File: config.mk
export PLATFORM = sky130hd
export DESIGN_NAME = pavs_isqrt
export DESIGN_NICKNAME = d
export VERILOG_FILES = /design/src/hdl/pavs_isqrt.sv
export SDC_FILE = /design/constraint.sdc
export NUM_CORES = 2
export LEC_CHECK = 0
export BUFFER_PORTS_ARGS = -buffer_cell sky130_fd_sc_hd__clkbuf_2
export CAP_MARGIN = 10
export CORE_MARGIN = 4
export CORE_UTILIZATION = 50
export DETAILED_ROUTE_END_ITERATION = 12
export PLACE_DENSITY_LB_ADDON = 0.05
export SYNTH_ARGS = -nofsm -noshare
export SYNTH_HDL_FRONTEND = slang
export SYNTH_MEMORY_MAX_BITS = 65536
export SYNTH_SLANG_ARGS = --single-unit
File: constraint.sdc
create_clock -name clk -period 4.1 [get_ports clk]
set_input_delay 0.82 -clock clk [delete_from_list [all_inputs] [get_ports clk]]
set_output_delay 0.82 -clock clk [all_outputs]
set_load 0.02 [all_outputs]
File: src/hdl/pavs_isqrt.sv
// pipelined integer square root, one root bit per stage
module pavs_isqrt #(
    parameter int unsigned XW = 66,
    parameter int unsigned SIDE_W = 1
) (
    input  logic                      clk,
    input  logic                      rst_n,
    input  logic                      adv,
    input  logic                      in_vld,
    input  logic [XW-1:0]             x,
    input  logic [SIDE_W-1:0]         side_in,
    output logic                      out_vld,
    output logic [(XW+(XW%2))/2-1:0]  root,
    output logic [SIDE_W-1:0]         side_out
);

    localparam int unsigned XE = XW + (XW % 2);
    localparam int unsigned RW = XE / 2;

    logic [RW:0]        rem_reg  [0:RW-1];
    logic [RW-1:0]      root_reg [0:RW-1];
    logic [XE-1:0]      x_reg    [0:RW-1];
    logic [SIDE_W-1:0]  side_reg [0:RW-1];
    logic               vld_reg  [0:RW-1];

    for (genvar g = 0; g < RW; g++) begin : g_stage
        logic [RW:0]       rem_in;
        logic [RW-1:0]     root_in;
        logic [XE-1:0]     x_in;
        logic [SIDE_W-1:0] side_i;
        logic              vld_in;
        logic [RW+2:0]     cur;
        logic [RW+2:0]     trial;
        logic [RW:0]       rem_next;
        logic [RW-1:0]     root_next;

        if (g == 0) begin : g_first
            assign rem_in  = '0;
            assign root_in = '0;
            assign x_in    = XE'(x);
            assign side_i  = side_in;
            assign vld_in  = in_vld;
        end else begin : g_rest
            assign rem_in  = rem_reg[g-1];
            assign root_in = root_reg[g-1];
            assign x_in    = x_reg[g-1];
            assign side_i  = side_reg[g-1];
            assign vld_in  = vld_reg[g-1];
        end

        // trial subtract of the next bit pair
        always_comb
        begin
            cur   = {rem_in, x_in[XE-1 -: 2]};
            trial = {1'b0, root_in, 2'b01};
            if (cur >= trial)
            begin
                rem_next  = (RW+1)'(cur - trial);
                root_next = {root_in[RW-2:0], 1'b1};
            end
            else
            begin
                rem_next  = cur[RW:0];
                root_next = {root_in[RW-2:0], 1'b0};
            end
        end

        // stage valid
        always_ff @(posedge clk or negedge rst_n)
        begin
            if (!rst_n)
                vld_reg[g] <= 1'b0;
            else if (adv)
                vld_reg[g] <= vld_in;
        end

        // stage data
        always_ff @(posedge clk)
        begin
            if (adv)
            begin
                rem_reg[g]  <= rem_next;
                root_reg[g] <= root_next;
                x_reg[g]    <= {x_in[XE-3:0], 2'b00};
                side_reg[g] <= side_i;
            end
        end
    end

    assign out_vld  = vld_reg[RW-1];
    assign root     = root_reg[RW-1];
    assign side_out = side_reg[RW-1];

endmodule

==> flow_metrics.tcl <==
set metrics [dict create \
    status "finished clean" \
    synth-edff-count 2687 \
    synth_fp_nets 10345 \
    tightest_slew_ps 900.5 \
    synth_top_family_by_area "compound AO/OA/AOI/OAI gates" \
    dr.pass1.iters 6 \
    vias_per_cell 5.501 \
    ys_seq_elements 2720 \
    stdcell_area_sq_mm 0.1414 \
    remaining_drc_errors 0 \
    max-vdd-ir-drop_mv 0.4521 \
    setup_ws_ps 313.9 \
    synthTopCellsByCount "2687 x edfxtp_1, 750 x inv_1, 671 x a21oi_1, 664 x nand2_1, 628 x nor2_1" \
    rsz0062_at_grt "no" \
    die-area_sq_mm 0.2595 \
    min_from "x[46]" \
    synth.most_common_cell "edfxtp_1" \
    syn_area_sq_mm 0.1257 \
    die_w_um 509.4 \
    ys_seq_area_share_pct 64.85 \
    drt_iter0_drc 5534 \
    synth-simple-area-share_pct 9.582 \
    fmax_mhz 264.1 \
    crit_fanout 17 \
    place_area_sq_mm 0.1315 \
    yosysWarnings 0 \
    hpwl_mm 183.1 \
    fillCellCount 20260 \
    numPlacedInstances 13100 \
    ys_types 92 \
    htree_levels 5 \
    p_sw_mw 22.37 \
    grt_max_degree 148 \
    post_cts_buffers 0 \
    routabilityCongestion 0.8983 \
    num_vias 75166 \
    arrival_ps 4390 \
    largest_reg_flops 1056 \
    grt_antenna_before_repair 4 \
    fp.dieH_um 509.4 \
    ant_nets 0 \
    multi_input_area_sq_mm 0.04077 \
    post-place-ws_ps 351.6 \
    wl_per_cell_um 18.63 \
    p_int_mw 57.74 \
    setup_viol 0 \
    holdWs_ps 85.03 \
    power_frac_clock_pct 32.6 \
    port_buffers 105 \
    clock_sinks 2720 \
    first_global_vias 73946 \
    insertion_delay_ps 910 \
    crit_path_end_kind "register" \
    start_util_pct 50.41 \
    coreArea_sq_mm 0.2493 \
    syn2layout_area_growth_pct 12.46 \
    num_rows 183 \
    finalNonFillerCells 13663 \
    drive_gt1_share_pct 8.528 \
    p_leak_nw 54.23 \
    seq_power_share_pct 46.9 \
    root_buffer "clkbuf_16" \
    cts_buffer_depth 4 \
    tns_ps 0 \
    switching_share_pct 27.93 \
    ys.flop_type "edfxtp_1" \
    p_comb_share_pct 20.6 \
    clk_pin_slew_worst_paths_ps 60 \
    startpoint "rem_reg[0][496]$_DFFE_PP_" \
    cts.repair.resized 0 \
    synth_fa_ha_area_share_pct 5.932 \
    track_usage_pct 19.41 \
    critPathKind "reg -> reg" \
    ff_latch_area_sq_mm 0.08151 \
    synth_top_area_share_pct 64.19 \
    cap_violations 0 \
    async_reset_ff_share_pct 1.213 \
    skew_ps 81.45 \
    synth.area.top_cells "edfxtp_1 64%, ha_1 5.9%, xnor2_1 3.2%" \
    final_nets 10778 \
    hold_viol_final 0 \
    synth-compound-area-share_pct 9.611 \
    num_io_pins 106 \
    wirelength_mm 254.6 \
    synth_top_area_cell "edfxtp_1" \
    required_ps 4700 \
    slew_headroom_pct 39.41 \
    grt_pass1_wl_mm 404.5 \
    syn_inst 9678 \
    hp-class "in -> reg" \
    numCtsBuffers 307 \
    avgSynthCellArea_sq_um 12.99 \
    reg2reg_from "rem_reg[0][496]$_DFFE_PP_" \
    cts_tree "done" \
    synthMuxAreaShare_pct 1.041 \
    cp-start-kind "register" \
    power_density_mw_per_mm2 566.8 \
    grt_overflow 0 \
    final_util_pct 56.69 \
    synth-xor-area-share_pct 6.180 \
    maxSlewViolCount 0 \
    fin_crit_sh_pct 92.34 \
    min_period_ps 3786 \
    finalPower_mw 80.12 \
]
## timing repair
item	4_1_cts	5_1_grt
endpoints found under the hold margin	57	0
hold buffers	32	0
endpoints found under the setup margin	0	0
## final timing paths
check / cells past startpoint / slack, ps / end
max: 9 / 310 / rem_reg[0][515]$_DFFE_PP_
max reg2reg: 9 / 310 / rem_reg[0][515]$_DFFE_PP_
min in group asynchronous: 2 / 560 / g_stage[32].vld_in$_DFFE_PN0P_
min: 1 / 90 / x_reg[0][46]$_DFFE_PP_
max in group asynchronous: 2 / 3000 / g_stage[10].vld_in$_DFFE_PN0P_
min reg2reg: 0 / 370 / x_reg[0][694]$_DFFE_PP_
## power by group through the flow
| stage | sequential, mW | clock (mW) | combinational (mW) |
|---|---|---|---|
| after floorplan | 37.1 | 0 | 12.1 |
| after global routing | 37.9 | 28.1 | 18.4 |
| after detailed placement | 38.2 | 0 | 16.3 |
| after CTS | 37.6 | 27.0 | 16.4 |
| final | 37.5 | 26.1 | 16.5 |
| after global placement | 38.1 | 0 | 16.1 |
## cell usage in the layout, fill, tap and decap left out, types with 72 or more instances in the layout
cell | Yosys | layout
mux2_2 | 109 | 109
ha_1 | 596 | 596
edfxtp_1 | 2687 | 2687
clkbuf_2 | 0 | 104
clkinv_1 | 5 | 72
or3_1 | 93 | 93
nand2b_1 | 116 | 116
o21a_1 | 108 | 108
xor2_1 | 428 | 428
nand4_1 | 103 | 103
nor2b_1 | 80 | 80
clkbuf_16 | 0 | 312
inv_1 | 750 | 750
nor4_1 | 129 | 129
a21oi_1 | 671 | 669
nand3_1 | 144 | 144
buf_4 | 0 | 129
o21ai_0 | 469 | 469
nor3_1 | 235 | 235
xnor2_1 | 459 | 459
a21o_1 | 233 | 233
nand2_1 | 664 | 664
nor2_1 | 628 | 627
## kinds of logic after synthesis
family / count (synthesis)
compound gates: 1961
buf+inv: 932
mux: 117
xor+xnor: 887
simple gates: 2464
flops: 2720
fa+ha+maj: 596
other cells: 1
## routing by layer
layer,global-route usage [%],routed length (um),share of wire (%),vias to the layer above
li1,-,-,-,36729
met1,26.71,114100,45,36357
met2,32.42,122500,48,1593
met3,2.712,10780,4.2,485
met4,5.453,7107,2.8,2
met5,0,13,0.0051,-
## cell type report
| class | count | area share [%] |
|---|---|---|
| antenna | 2 | 0.003540 |
| clock buffer | 354 | 5.649 |
| inverter | 757 | 2.010 |
| timing repair buffer | 299 | 1.761 |
| multi-input combinational | 6026 | 28.84 |
| tap | 3330 | 2.947 |
| sequential | 2720 | 57.66 |
| clock inverter | 175 | 1.128 |
## critical path, stage by stage (launching register included)
cell and delay [ps]:
edfxtp_1 420, or4_4 580, or4_4 440, or3_1 360
or3_1 380, or4b_4 530, nor3_4 230, buf_4 260
buf_4 210, o21ai_1 100
Power figures use the tool's default switching activity.
